### src/rtl/rspc_pkg.sv
// Shared types, constants and the arctangent table for the range scan
// polar-to-cartesian converter. No dependencies; used by every other file.
`default_nettype none

package rspc_pkg;

	// Scan geometry
	localparam int MAX_SCAN_SAMPLES = 4096;
	localparam int IDX_W            = $clog2(MAX_SCAN_SAMPLES);
	localparam int BEAM_W           = 12;

	// Field widths
	localparam int RANGE_W = 32;
	localparam int ANGLE_W = 32;
	localparam int COORD_W = 33;
	localparam int TDATA_OUT_W = 80;
	localparam int CFG_IDX_W = 8;

	// CORDIC datapath: Q16.16 plus 8 guard bits, with headroom for the gain
	localparam int CORDIC_STEPS = 32;
	localparam int STEP_W       = $clog2(CORDIC_STEPS);
	localparam int XW           = 44;
	localparam int GUARD_BITS   = 8;
	localparam int RND_W        = XW - GUARD_BITS;
	localparam int NEG_W        = RND_W + 1;

	// CORDIC gain 0.60725... in Q32
	localparam logic [31:0] GAIN_Q32 = 32'd2608131496;

	// Saturation bounds of a coordinate, in the width after negation
	localparam logic signed [NEG_W-1:0] POS_LIMIT = NEG_W'(64'sd4294967295);
	localparam logic signed [NEG_W-1:0] NEG_LIMIT = NEG_W'(-64'sd4294967295);

	// Configuration register indexes
	localparam logic [CFG_IDX_W-1:0] REG_ANGLE_START = 8'd0;
	localparam logic [CFG_IDX_W-1:0] REG_ANGLE_STEP  = 8'd1;
	localparam logic [CFG_IDX_W-1:0] REG_RANGE_LOW   = 8'd2;
	localparam logic [CFG_IDX_W-1:0] REG_RANGE_HIGH  = 8'd3;

	typedef enum logic [6:0] {
		ST_IDLE  = 7'b0000001,
		ST_MULR  = 7'b0000010,
		ST_MULA  = 7'b0000100,
		ST_ANGLE = 7'b0001000,
		ST_ROT   = 7'b0010000,
		ST_ROUND = 7'b0100000,
		ST_EMIT  = 7'b1000000
	} state_t;

	// atan(2^-i) in binary-angle units, 2^32 per turn
	function automatic logic [ANGLE_W-1:0] atan_lut(input logic [STEP_W-1:0] i);
		logic [ANGLE_W-1:0] a;
		unique case (i)
			5'd0:  a = 32'h20000000;
			5'd1:  a = 32'h12E4051E;
			5'd2:  a = 32'h09FB385B;
			5'd3:  a = 32'h051111D4;
			5'd4:  a = 32'h028B0D43;
			5'd5:  a = 32'h0145D7E1;
			5'd6:  a = 32'h00A2F61E;
			5'd7:  a = 32'h00517C55;
			5'd8:  a = 32'h0028BE53;
			5'd9:  a = 32'h00145F2F;
			5'd10: a = 32'h000A2F98;
			5'd11: a = 32'h000517CC;
			5'd12: a = 32'h00028BE6;
			5'd13: a = 32'h000145F3;
			5'd14: a = 32'h0000A2FA;
			5'd15: a = 32'h0000517D;
			5'd16: a = 32'h000028BE;
			5'd17: a = 32'h0000145F;
			5'd18: a = 32'h00000A30;
			5'd19: a = 32'h00000518;
			5'd20: a = 32'h0000028C;
			5'd21: a = 32'h00000146;
			5'd22: a = 32'h000000A3;
			5'd23: a = 32'h00000051;
			5'd24: a = 32'h00000029;
			5'd25: a = 32'h00000014;
			5'd26: a = 32'h0000000A;
			5'd27: a = 32'h00000005;
			5'd28: a = 32'h00000003;
			5'd29: a = 32'h00000001;
			5'd30: a = 32'h00000001;
			default: a = 32'h00000000;
		endcase
		return a;
	endfunction

	// Clamp a coordinate to +/-(2^32-1) and cut it to the output width
	function automatic logic signed [COORD_W-1:0] sat_coord(
		input logic signed [NEG_W-1:0] v);
		logic signed [NEG_W-1:0] c;
		if (v > POS_LIMIT) begin
			c = POS_LIMIT;
		end else if (v < NEG_LIMIT) begin
			c = NEG_LIMIT;
		end else begin
			c = v;
		end
		return c[COORD_W-1:0];
	endfunction

endpackage

`default_nettype wire

### src/rtl/range_scan_polar_to_cartesian.sv
// Top level of the range scan polar-to-cartesian converter: stream ports,
// sequencer, shared multiplier and output register. Uses rspc_pkg, rspc_cordic.
//
// Usage: one range sample (unsigned Q16.16) enters per s_axis transaction,
// tlast marking the last sample of a scan. The beam index counts samples and
// restarts after tlast or after MAX_SCAN_SAMPLES samples. Beam angle is
// angle_start + angle_step * index. A sample inside the inclusive range
// limits gives one m_axis transaction with x, y (signed Q16.16) and the beam
// number; other samples give nothing and the block stays ready for the next.
// An accepted in-range sample occupies the block through its steps: the
// shared 32x32 multiplier (gain scaling, then angle), the quadrant fold, the
// 32 iterations of the CORDIC unit, then rounding and quadrant/saturation.
// s_axis_tready is low meanwhile. The
// result sits in an output register; the next sample is taken while it waits,
// and the block holds at its final step if the receiver still stalls.
// Configuration writes via cfg_* are always taken; indexes above 3 are
// ignored. Reset clears the beam index and sets the registers to their
// defaults (limits 0 and 0xFFFFFFFF).
`default_nettype none

module range_scan_polar_to_cartesian (
	input  wire logic                                    clk,
	input  wire logic                                    arst_n,
	input  wire logic                                    s_axis_tvalid,
	output logic                                         s_axis_tready,
	input  wire logic [rspc_pkg::RANGE_W-1:0]            s_axis_tdata,  // [31:0] range_sample
	input  wire logic                                    s_axis_tlast,  // scan_end
	output logic                                         m_axis_tvalid,
	input  wire logic                                    m_axis_tready,
	// [32:0] point_x, [65:33] point_y, [77:66] beam_number, [79:78] zero
	output logic [rspc_pkg::TDATA_OUT_W-1:0]             m_axis_tdata,
	input  wire logic                                    cfg_valid,
	output logic                                         cfg_ready,
	input  wire logic [rspc_pkg::CFG_IDX_W-1:0]          cfg_index,
	input  wire logic [31:0]                             cfg_data
);

	rspc_pkg::state_t state_q;

	logic [31:0]                      angle_start_q, angle_step_q, range_low_q, range_high_q;
	logic [rspc_pkg::IDX_W-1:0]       idx_q, beam_q;
	logic [rspc_pkg::RANGE_W-1:0]     range_q;
	logic [63:0]                      prod_q, prod, x0_sum;
	logic [31:0]                      mul_a, mul_b;
	logic signed [rspc_pkg::XW-1:0]   x0_q, cx, cy, cx_rnd, cy_rnd;
	logic [rspc_pkg::ANGLE_W-1:0]     angle, angle_bias, z0;
	logic [1:0]                       quad, quad_q;
	logic                             cordic_load, cordic_done;
	logic signed [rspc_pkg::RND_W-1:0] xr_s1, yr_s1;
	logic signed [rspc_pkg::NEG_W-1:0] xe, ye, nxe, nye, qx, qy;
	logic                             in_acc, in_range, out_free;
	logic                             m_valid_q;
	logic [rspc_pkg::TDATA_OUT_W-1:0] m_data_q;

	assign s_axis_tready = (state_q == rspc_pkg::ST_IDLE);
	assign cfg_ready     = 1'b1;
	assign in_acc        = s_axis_tvalid && s_axis_tready;
	assign in_range      = (s_axis_tdata >= range_low_q) && (s_axis_tdata <= range_high_q);
	assign out_free      = !m_valid_q || m_axis_tready;

	// Configuration registers
	always_ff @(posedge clk or negedge arst_n) begin
		if (!arst_n) begin
			angle_start_q <= '0;
			angle_step_q  <= '0;
			range_low_q   <= '0;
			range_high_q  <= '1;
		end else if (cfg_valid) begin
			unique case (cfg_index)
				rspc_pkg::REG_ANGLE_START: angle_start_q <= cfg_data;
				rspc_pkg::REG_ANGLE_STEP:  angle_step_q  <= cfg_data;
				rspc_pkg::REG_RANGE_LOW:   range_low_q   <= cfg_data;
				rspc_pkg::REG_RANGE_HIGH:  range_high_q  <= cfg_data;
				default: ;
			endcase
		end
	end

	// Shared multiplier: gain scaling first, then the angle offset.
	always_comb begin
		if (state_q == rspc_pkg::ST_MULR) begin
			mul_a = range_q;
			mul_b = rspc_pkg::GAIN_Q32;
		end else begin
			mul_a = angle_step_q;
			mul_b = 32'(beam_q);
		end
	end
	assign prod = mul_a * mul_b;

	assign x0_sum = prod_q + 64'd8388608;

	// Quadrant fold: residual angle lies in [-1/8, 1/8) turn.
	assign angle      = angle_start_q + prod_q[31:0];
	assign angle_bias = angle + 32'h20000000;
	assign quad       = angle_bias[31:30];
	assign z0         = angle - {quad, 30'd0};

	assign cordic_load = (state_q == rspc_pkg::ST_ANGLE);

	rspc_cordic u_cordic (
		.clk    (clk),
		.arst_n (arst_n),
		.load   (cordic_load),
		.x_init (x0_q),
		.z_init (z0),
		.done   (cordic_done),
		.x_out  (cx),
		.y_out  (cy)
	);

	assign cx_rnd = cx + rspc_pkg::XW'(128);
	assign cy_rnd = cy + rspc_pkg::XW'(128);

	assign xe  = {xr_s1[rspc_pkg::RND_W-1], xr_s1};
	assign ye  = {yr_s1[rspc_pkg::RND_W-1], yr_s1};
	assign nxe = -xe;
	assign nye = -ye;

	always_comb begin
		unique case (quad_q)
			2'd0: begin qx = xe;  qy = ye;  end
			2'd1: begin qx = nye; qy = xe;  end
			2'd2: begin qx = nxe; qy = nye; end
			default: begin qx = ye; qy = nxe; end
		endcase
	end

	// Sequencer and beam counter
	always_ff @(posedge clk or negedge arst_n) begin
		if (!arst_n) begin
			state_q   <= rspc_pkg::ST_IDLE;
			idx_q     <= '0;
			m_valid_q <= 1'b0;
		end else begin
			if (state_q == rspc_pkg::ST_EMIT && out_free) begin
				m_valid_q <= 1'b1;
			end else if (m_axis_tready) begin
				m_valid_q <= 1'b0;
			end
			unique case (state_q)
				rspc_pkg::ST_IDLE: begin
					if (in_acc) begin
						if (s_axis_tlast ||
						    idx_q == rspc_pkg::IDX_W'(rspc_pkg::MAX_SCAN_SAMPLES - 1)) begin
							idx_q <= '0;
						end else begin
							idx_q <= idx_q + 1'b1;
						end
						if (in_range) begin
							state_q <= rspc_pkg::ST_MULR;
						end
					end
				end
				rspc_pkg::ST_MULR:  state_q <= rspc_pkg::ST_MULA;
				rspc_pkg::ST_MULA:  state_q <= rspc_pkg::ST_ANGLE;
				rspc_pkg::ST_ANGLE: state_q <= rspc_pkg::ST_ROT;
				rspc_pkg::ST_ROT: begin
					if (cordic_done) begin
						state_q <= rspc_pkg::ST_ROUND;
					end
				end
				rspc_pkg::ST_ROUND: state_q <= rspc_pkg::ST_EMIT;
				rspc_pkg::ST_EMIT: begin
					if (out_free) begin
						state_q <= rspc_pkg::ST_IDLE;
					end
				end
				default: state_q <= rspc_pkg::ST_IDLE;
			endcase
		end
	end

	// Datapath registers
	always_ff @(posedge clk) begin
		if (in_acc) begin
			range_q <= s_axis_tdata;
			beam_q  <= idx_q;
		end
		if (state_q == rspc_pkg::ST_MULR || state_q == rspc_pkg::ST_MULA) begin
			prod_q <= prod;
		end
		if (state_q == rspc_pkg::ST_MULA) begin
			x0_q <= {4'd0, x0_sum[63:24]};
		end
		if (state_q == rspc_pkg::ST_ANGLE) begin
			quad_q <= quad;
		end
		if (state_q == rspc_pkg::ST_ROUND) begin
			xr_s1 <= cx_rnd[rspc_pkg::XW-1:rspc_pkg::GUARD_BITS];
			yr_s1 <= cy_rnd[rspc_pkg::XW-1:rspc_pkg::GUARD_BITS];
		end
		if (state_q == rspc_pkg::ST_EMIT && out_free) begin
			m_data_q <= {2'd0, rspc_pkg::BEAM_W'(beam_q),
			             rspc_pkg::sat_coord(qy), rspc_pkg::sat_coord(qx)};
		end
	end

	assign m_axis_tvalid = m_valid_q;
	assign m_axis_tdata  = m_data_q;

	// The CORDIC unit finishes only while the sequencer waits for it.
	assert property (@(posedge clk) disable iff (!arst_n)
		cordic_done |-> (state_q == rspc_pkg::ST_ROT))
		else $error("CORDIC finished outside the rotation step");

	// A new result appears only out of the final sequencer step.
	assert property (@(posedge clk) disable iff (!arst_n)
		$rose(m_axis_tvalid) |-> $past(state_q == rspc_pkg::ST_EMIT))
		else $error("result raised without a finished conversion");

	// An in-range sample starts a conversion; an out-of-range one does not.
	assert property (@(posedge clk) disable iff (!arst_n)
		in_acc |=> (state_q == rspc_pkg::ST_MULR) == $past(in_range))
		else $error("conversion start does not follow the range check");

	// The beam index never reaches the scan length.
	assert property (@(posedge clk) disable iff (!arst_n)
		idx_q <= rspc_pkg::IDX_W'(rspc_pkg::MAX_SCAN_SAMPLES - 1))
		else $error("beam index out of range");

endmodule

`default_nettype wire

### src/rtl/rspc_cordic.sv
// Iterative rotation-mode CORDIC: one micro-rotation per clock, 32 steps.
// Depends on rspc_pkg for widths and the arctangent table.
`default_nettype none

module rspc_cordic (
	input  wire logic                                clk,
	input  wire logic                                arst_n,
	input  wire logic                                load,
	input  wire logic signed [rspc_pkg::XW-1:0]      x_init,
	input  wire logic [rspc_pkg::ANGLE_W-1:0]        z_init,
	output logic                                     done,
	output logic signed [rspc_pkg::XW-1:0]           x_out,
	output logic signed [rspc_pkg::XW-1:0]           y_out
);

	logic signed [rspc_pkg::XW-1:0]   x_q, y_q, sx, sy;
	logic [rspc_pkg::ANGLE_W-1:0]     z_q, atan_i;
	logic [rspc_pkg::STEP_W-1:0]      step_q;
	logic                             busy_q, done_q, last_step;

	assign sx        = x_q >>> step_q;
	assign sy        = y_q >>> step_q;
	assign atan_i    = rspc_pkg::atan_lut(step_q);
	assign last_step = (step_q == rspc_pkg::STEP_W'(rspc_pkg::CORDIC_STEPS - 1));

	always_ff @(posedge clk or negedge arst_n) begin
		if (!arst_n) begin
			busy_q <= 1'b0;
			done_q <= 1'b0;
			step_q <= '0;
		end else begin
			done_q <= !load && busy_q && last_step;
			if (load) begin
				busy_q <= 1'b1;
				step_q <= '0;
			end else if (busy_q) begin
				step_q <= step_q + 1'b1;
				if (last_step) begin
					busy_q <= 1'b0;
				end
			end
		end
	end

	// Datapath: both updates use the old x and y; the sign of z picks direction.
	always_ff @(posedge clk) begin
		if (load) begin
			x_q <= x_init;
			y_q <= '0;
			z_q <= z_init;
		end else if (busy_q) begin
			if (z_q[rspc_pkg::ANGLE_W-1]) begin
				x_q <= x_q + sy;
				y_q <= y_q - sx;
				z_q <= z_q + atan_i;
			end else begin
				x_q <= x_q - sy;
				y_q <= y_q + sx;
				z_q <= z_q - atan_i;
			end
		end
	end

	assign done  = done_q;
	assign x_out = x_q;
	assign y_out = y_q;

endmodule

`default_nettype wire
### config.mk
export PLATFORM = sky130hd
export DESIGN_NAME = range_scan_polar_to_cartesian
export DESIGN_NICKNAME = d
export VERILOG_FILES = /design/src/rtl/rspc_pkg.sv /design/src/rtl/range_scan_polar_to_cartesian.sv /design/src/rtl/rspc_cordic.sv
export SDC_FILE = /design/constraint.sdc
export NUM_CORES = 2
export LEC_CHECK = 0
export ABC_AREA = 1
export BUFFER_PORTS_ARGS = -buffer_cell sky130_fd_sc_hd__buf_2
export CORE_ASPECT_RATIO = 1.25
export CORE_MARGIN = 4
export CORE_UTILIZATION = 55
export CTS_CLUSTER_SIZE = 30
export DETAILED_ROUTE_END_ITERATION = 12
export PLACE_DENSITY = 0.75
export SETUP_SLACK_MARGIN = 0.15
export SYNTH_ARGS = -nofsm -noshare
export SYNTH_HDL_FRONTEND = slang
export SYNTH_HIERARCHICAL = 1
export SYNTH_SLANG_ARGS = --single-unit
### constraint.sdc
create_clock -name clk -period 12.5 [get_ports clk]
set_input_delay 0.625 -clock clk [delete_from_list [all_inputs] [get_ports clk]]
set_output_delay 0.625 -clock clk [all_outputs]
set_load 0.01 [all_outputs]
Yosys cells after proc, flatten, opt, wreduce, memory -nomap -nowiden
Memory sizes are Yosys's and may differ from the RTL's.
Index checks and enable logic that the tools add are counted.
- word-level logic and storage cells: 118
- memories: 1
- output and inout port bits: 83
- ROM bits: 960
- register bits: 575
- memory list (name ; words ; width ; rd ports ; clocked after memory_dff ; wr ports ; line ; source):
    (no name shown) ; 32 ; 30 ; 1 ; 0 ; 0 ; rspc_pkg.sv:53 ; unique case (i)
- shifts and indexed selects: 2
- $lt $le $gt $ge: 6
- reduce and logical (&&, ||, !) cells: 22
- eq/ne operators: 18
- $add $sub $neg: 16
- mux-type cells: 26
- multiply operators: 1
- operators with widths (cell ; count):
    37-bit case mux with 3 select lines ; 2
    32-bit two-way mux ; 5
    44-bit two-way mux ; 3
    44-bit adder ; 2
    44-bit by 9-bit adder with 44-bit output, second input constant ; 2
    44-bit by 5-bit >>> shifter with 44-bit output ; 2
    44-bit subtractor ; 2
    37-bit by 33-bit > comparator with 1-bit output, second input constant ; 2
    37-bit by 33-bit < comparator with 1-bit output, second input constant ; 2
    36-bit negation with 37-bit output ; 2
    33-bit two-way mux ; 2
    32-bit adder ; 2
    64-bit by 24-bit adder with 64-bit output, second input constant ; 1
    32-bit by 32-bit multiplier with 64-bit output ; 1
    32-bit subtractor ; 2
    7-bit case mux with 7 select lines ; 1
    40-bit two-way mux ; 1
    32-bit by 30-bit adder with 32-bit output, second input constant ; 1
    32-bit >= comparator ; 1
    32-bit less-or-equal comparator ; 1
    7-bit two-way mux ; 4
    8-bit by 2-bit == test with 1-bit output, second input constant ; 2
    12-bit by 1-bit adder with 12-bit output, second input constant ; 1
    12-bit == test, second input constant ; 1
    26 further kinds ; 46

Logic depth before layout (Yosys ltp)
- depth after elaboration: 5
- mapped depth: 40
- mapped depth without buffers: 38

By module
The synthesis kept the hierarchy.
- modules (own cells, without submodules) (module ; cells each ; instances ; area an instance (um^2) ; seq. area each (um^2)):
    range_scan_polar_to_cartesian ; 6173 ; 1 ; 51937.3 ; 12753.5
    rspc_cordic ; 3591 ; 1 ; 20764.9 ; 3338.2

Worst setup path after synthesis
No wires, ideal clock.
- kind: reg-to-reg
- start point: register state_q[1]
- end point: register state_q[0]
- library setup time: 0.085 ns
- data required time: 12.415 ns
- cell stages (with the launch flop): 9
- arrival: 8.308 ns
- clock period less this slack: 8.393 ns
- path slack: 4.107 ns
- cells stage by stage: dfrtp_1 -> nor2_1 -> inv_1 -> nor2_1 -> inv_1 -> nor4_1 -> inv_1 -> nand4_1 -> o21ai_0
- longest elaborated chain between the ends: 4
- elaborated cells on any way between the ends: 14
- those cells by class: 11 x eq/ne; 1 x mux; 2 x reduce/logical
- ends and longest elaborated chain (item ; line ; source):
    from (decl) ; range_scan_polar_to_cartesian.sv:38 ; rspc_pkg::state_t state_q;
    from (signal assigned) ; range_scan_polar_to_cartesian.sv:132 ; state_q <= rspc_pkg::ST_IDLE;
    from (signal assigned) ; range_scan_polar_to_cartesian.sv:151 ; state_q <= rspc_pkg::ST_MULR;
    from (signal assigned) ; range_scan_polar_to_cartesian.sv:155 ; rspc_pkg::ST_MULR: state_q <= rspc_pkg::ST_MULA;
    7-bit by 1-bit == test with 1-bit output ; range_scan_polar_to_cartesian.sv:55, range_scan_polar_to_cartesian.sv:141 ;
    1-bit logical AND ; range_scan_polar_to_cartesian.sv:57 ; assign in_acc = s_axis_tvalid && s_axis_tready;
    2-bit by 1-bit inequality test with 1-bit output (no line) ; -- ;
    4-bit AND reduction (no line) ; -- ;
Several ways; a longest one is shown, not always the timed one.
A chain may end at the register's enable or synchronous reset.

Worst setup path in the final report
- start point: register state_q[6]
- end point: register prod_q[55] (data pin)
- longest elaborated chain between the ends: 3
- elaborated cells on any way between the ends: 4
- those cells by class: 1 x mul; 1 x eq/ne; 2 x mux
- ends and longest elaborated chain (item ; line ; source):
    7-bit by 2-bit == test with 1-bit output * ; range_scan_polar_to_cartesian.sv:81 ; if (state_q == rspc_pkg::ST_MULR) begin
    32-bit two-way mux ; range_scan_polar_to_cartesian.sv:81 ;
    32-bit by 32-bit multiplier with 64-bit output * ; range_scan_polar_to_cartesian.sv:89 ; assign prod = mul_a * mul_b;
    named net prod[55] ; range_scan_polar_to_cartesian.sv:43 ; logic [63:0] prod_q, prod, x0_sum;
    to (signal assigned) ; range_scan_polar_to_cartesian.sv:181 ; prod_q <= prod;
    to (decl) ; range_scan_polar_to_cartesian.sv:43 ;
Mark *: on every way through the listed nets, which the timed path passes. The rest lies on a longest branch.

==> qor.txt <==
clock-pin slew on the worst setup and hold paths -> 0.06 ns
Avg Vias per Cell -> 5.78
failing checks -> hold timing
number of buffers between clock root and the deepest sink -> 3
flip-flop and latch count after synthesis -> 575
worst reg2reg path endpoint -> prod_q[55]$_DFFE_PP_
cell with the largest stage delay on the worst path -> sky130_fd_sc_hd__nor4_1
average footprint of a synthesized cell -> 7.45 sq um
Seq. cell area -> 16100 sq um
element type at the critical path end -> flop
relative slew slack -> 0.0808
effective utilization at floorplan -> 0.556
number of setup violations in the final report -> 0
vias in the first global route -> 68000
Num CTS Buffers -> 66
origin of the critical flop-to-flop path -> state_q[6]$_DFFE_PN0P_
top area cells in the synthesized netlist -> sky130_fd_sc_hd__fa_1 18%, sky130_fd_sc_hd__edfxtp_1 16%, sky130_fd_sc_hd__nand2_1 11%
dominant cell type by area after synthesis -> sky130_fd_sc_hd__fa_1
core area -> 131000 sq um
post-detailed-route count of antenna-violating nets -> 0
remaining design rule violation count -> 0
vias after detailed routing -> 67000
post-cts resize count -> 0
drt first pass iters -> 8
Max-cap violations -> 0
post-synthesis instance area -> 72700 sq um
commonest cells after routing, fill and taps aside -> 2158 x sky130_fd_sc_hd__nand2_1, 1809 x sky130_fd_sc_hd__inv_1, 938 x sky130_fd_sc_hd__nor2_1
first-pass GRT wire length -> 409000 um
fraction of registers with async set/reset -> 0.270
Die Width -> 333 um
sum of routed wire length over all layers -> 274000 um
Worst Clk Skew -> 0.0617 ns
result of the run -> finished with violations
setup repair after global routing missed its margin -> false
floorplan die height -> 414 um
final worst hold slack -> -0.0176 ns
worst vdd ir -> 316 uV
number of I/O pins -> 161
Setup crit start -> state_q[6]$_DFFE_PN0P_
slowest cell delay on critical path -> 1.04 ns
maximum clock rate -> 96.2 MHz
final hold vios -> 7
violation count after the first detailed-routing iteration -> 6233
R2R cell count -> 33
final critical path time including I/O delays and setup -> 10.39 ns
routed wirelength normalized by instance count -> 23.7 um
area share of the largest cell type after synthesis -> 0.176
Max H-tree Level -> 3
filler instances -> 12300
Std-Cell Rows -> 148
count of buffers inserted at the top-level ports -> 157
dpl ws -> 2.40 ns
cell repeated most along the worst path -> sky130_fd_sc_hd__fa_1
area of combinational cells with multiple inputs -> 48600 sq um
Slew Limit Fails -> 0
total global routing track utilization -> 0.390
Crit Path Category -> flop to flop
clock tree from TritonCTS -> yes
count of flip-flops with a built-in enable after synthesis -> 376
Detailed Place HPWL -> 227000 um
kind of start point of the critical path -> flop
final RePlAce weighted congestion -> 1.07
Synth Warn # -> 6
number of buffers added for setup after CTS -> 0
largest net degree at the start of global routing -> 93
fraction of layout cells with a size suffix above 1 -> 0.0656
highest net fanout along the worst path -> 31
transition time of the tightest slew-check pin -> 1.37 ns
worst reg2reg setup slack -> 2.11 ns
total grt overflow -> 0
leakage power figure -> 38.1 nW
number of unique standard cell types used by synthesis -> 80
overall power after layout -> 23.8 mW
Seq/Total Area, Yosys -> 0.221
most common cell after layout, fill and taps aside -> sky130_fd_sc_hd__nand2_1
crit path DAT -> 10.80 ns
Final Cycle Share -> 0.831
ys flop type -> sky130_fd_sc_hd__edfxtp_1
Syn-to-layout area delta -> 6.31%
smallest setup slack after layout -> 2.11 ns
endpoint required time on the critical path -> 12.91 ns
clock insertion delay at the later pin of the skew report -> 0.70 ns
clock net sink count -> 575
capture point of the worst path -> prod_q[55]$_DFFE_PP_
total negative slack for setup checks -> 0 ns
area of the die -> 138000 sq um
Hold Crit Class -> primary input to async pin
number of antenna violations at the first check in global routing -> 11
final net count -> 11100
number of hold buffers added after cts -> 0
buffer cell driving the clock tree root -> sky130_fd_sc_hd__clkbuf_16
power density relative to cell area -> 308 nW/um^2
cells after synthesis -> 9764
==> layout make-up <==
cell class / count / area share
tap: 1725 / 0.0279
multi-input combinational: 7104 / 0.629
clock buffer: 82 / 0.0229
antenna: 5 / 0.000162
clock inverter: 38 / 0.00673
sequential: 575 / 0.208
timing repair buffer: 216 / 0.0160
inverter: 1838 / 0.0894
==> how the worst min path moves through the flow <==
| stage | cells after the start | end | startpoint |
|---|---|---|---|
| floorplan | 0 | angle_start_q[0]$_DFFE_PN0P_ | arst_n |
| global placement | 0 | beam_q[6]$_DFFE_PP_ | idx_q[6]$_DFFE_PN0P_ |
| detailed placement | 0 | m_axis_tdata[72]$_DFFE_PP_ | beam_q[6]$_DFFE_PP_ |
| CTS | 1 | idx_q[3]$_DFFE_PN0P_ | arst_n |
| global route | 1 | range_low_q[4]$_DFFE_PN0P_ | arst_n |
| finish | 1 | idx_q[5]$_DFFE_PN0P_ | arst_n |
==> critical path: cells and delay by family (launching register included) <==
family	cells	cell delay [ns]
fa+ha+maj	9	4.52
simple gates	13	3.31
buf+inv	9	1.54
flops	1	0.40
compound gates	1	0.24
xor+xnor	1	0.06
==> per-layer routing <==
layer | vias to the layer above | share of wire | global-route usage
met1 | 31900 | 0.35 | 0.422
li1 | 31100 | - | -
met2 | 2981 | 0.48 | 0.666
met3 | 999 | 0.070 | 0.0714
met4 | 10 | 0.10 | 0.319
met5 | - | 0.00029 | 0
==> power by group <==
group | switching [mW] | leakage, nW | internal (mW) | total, mW
Combinational | 12.2 | 31.2 | 5.91 | 18.1
Clock | 0.895 | 1.11 | 1.18 | 2.07
Sequential | 0.727 | 5.81 | 2.91 | 3.64
==> sequential cells by signal (all words and copies together), names as in the netlist, 7 cells and up <==
| signal | count |
|---|---|
| idx_q | 12 |
| prod_q | 64 |
| range_low_q | 32 |
| yr_s1 | 36 |
| x0_q | 40 |
| angle_step_q | 32 |
| u_cordic/y_out | 44 |
| xr_s1 | 36 |
| state_q | 7 |
| u_cordic/x_out | 44 |
| m_axis_tdata | 78 |
| angle_start_q | 32 |
| range_high_q | 32 |
| range_q | 32 |
| u_cordic/z_q | 32 |
| beam_q | 12 |
==> logic make-up (layout without fill, tap and decap cells) <==
family / after synthesis / after routing / synth area share
other cells: 2 / 12 / 0.000103
simple gates: 4207 / 4207 / 0.246
compound gates: 1327 / 1327 / 0.102
mux: 1 / 1 / 0.000138
flops: 575 / 575 / 0.221
fa+ha+maj: 1233 / 1233 / 0.278
xor+xnor: 329 / 329 / 0.0404
buf+inv: 2090 / 2174 / 0.112
==> synthesized netlist by cell type (all sizes together) (3+ instances only) <==
cell,number
fa,638
or2,68
o221ai,13
xnor2,101
nand3,705
xor2,228
nand4,77
o21ai,620
o21a,30
a31o,6
o211a,3
a21o,23
nand2,2199
nor2,1008
and3,6
clkinv,3
dfrtp,122
nor3b,8
dfstp,33
dfxtp,44
nor3,76
ha,595
nand3b,7
o22ai,18
a21oi,434
nor4,48
a22oi,4
edfxtp,376
buf,133
a21boi,15
a2111oi,3
a221oi,4
inv,1835
o31ai,15
o2111ai,6
o21bai,13
a31oi,79
o211ai,30
clkbuf,119
and2,4
==> per-stage QoR <==
stage	area, sq um	util	cells
6_report	77300	0.591	11600
3_5_place_dp	75000	0.574	11500
4_1_cts	77300	0.591	11600
2_1_floorplan	72700	-	9769
3_3_place_gp	75000	0.574	11500
5_1_grt	77300	0.591	11600
(Power assumes the default switching activity.)
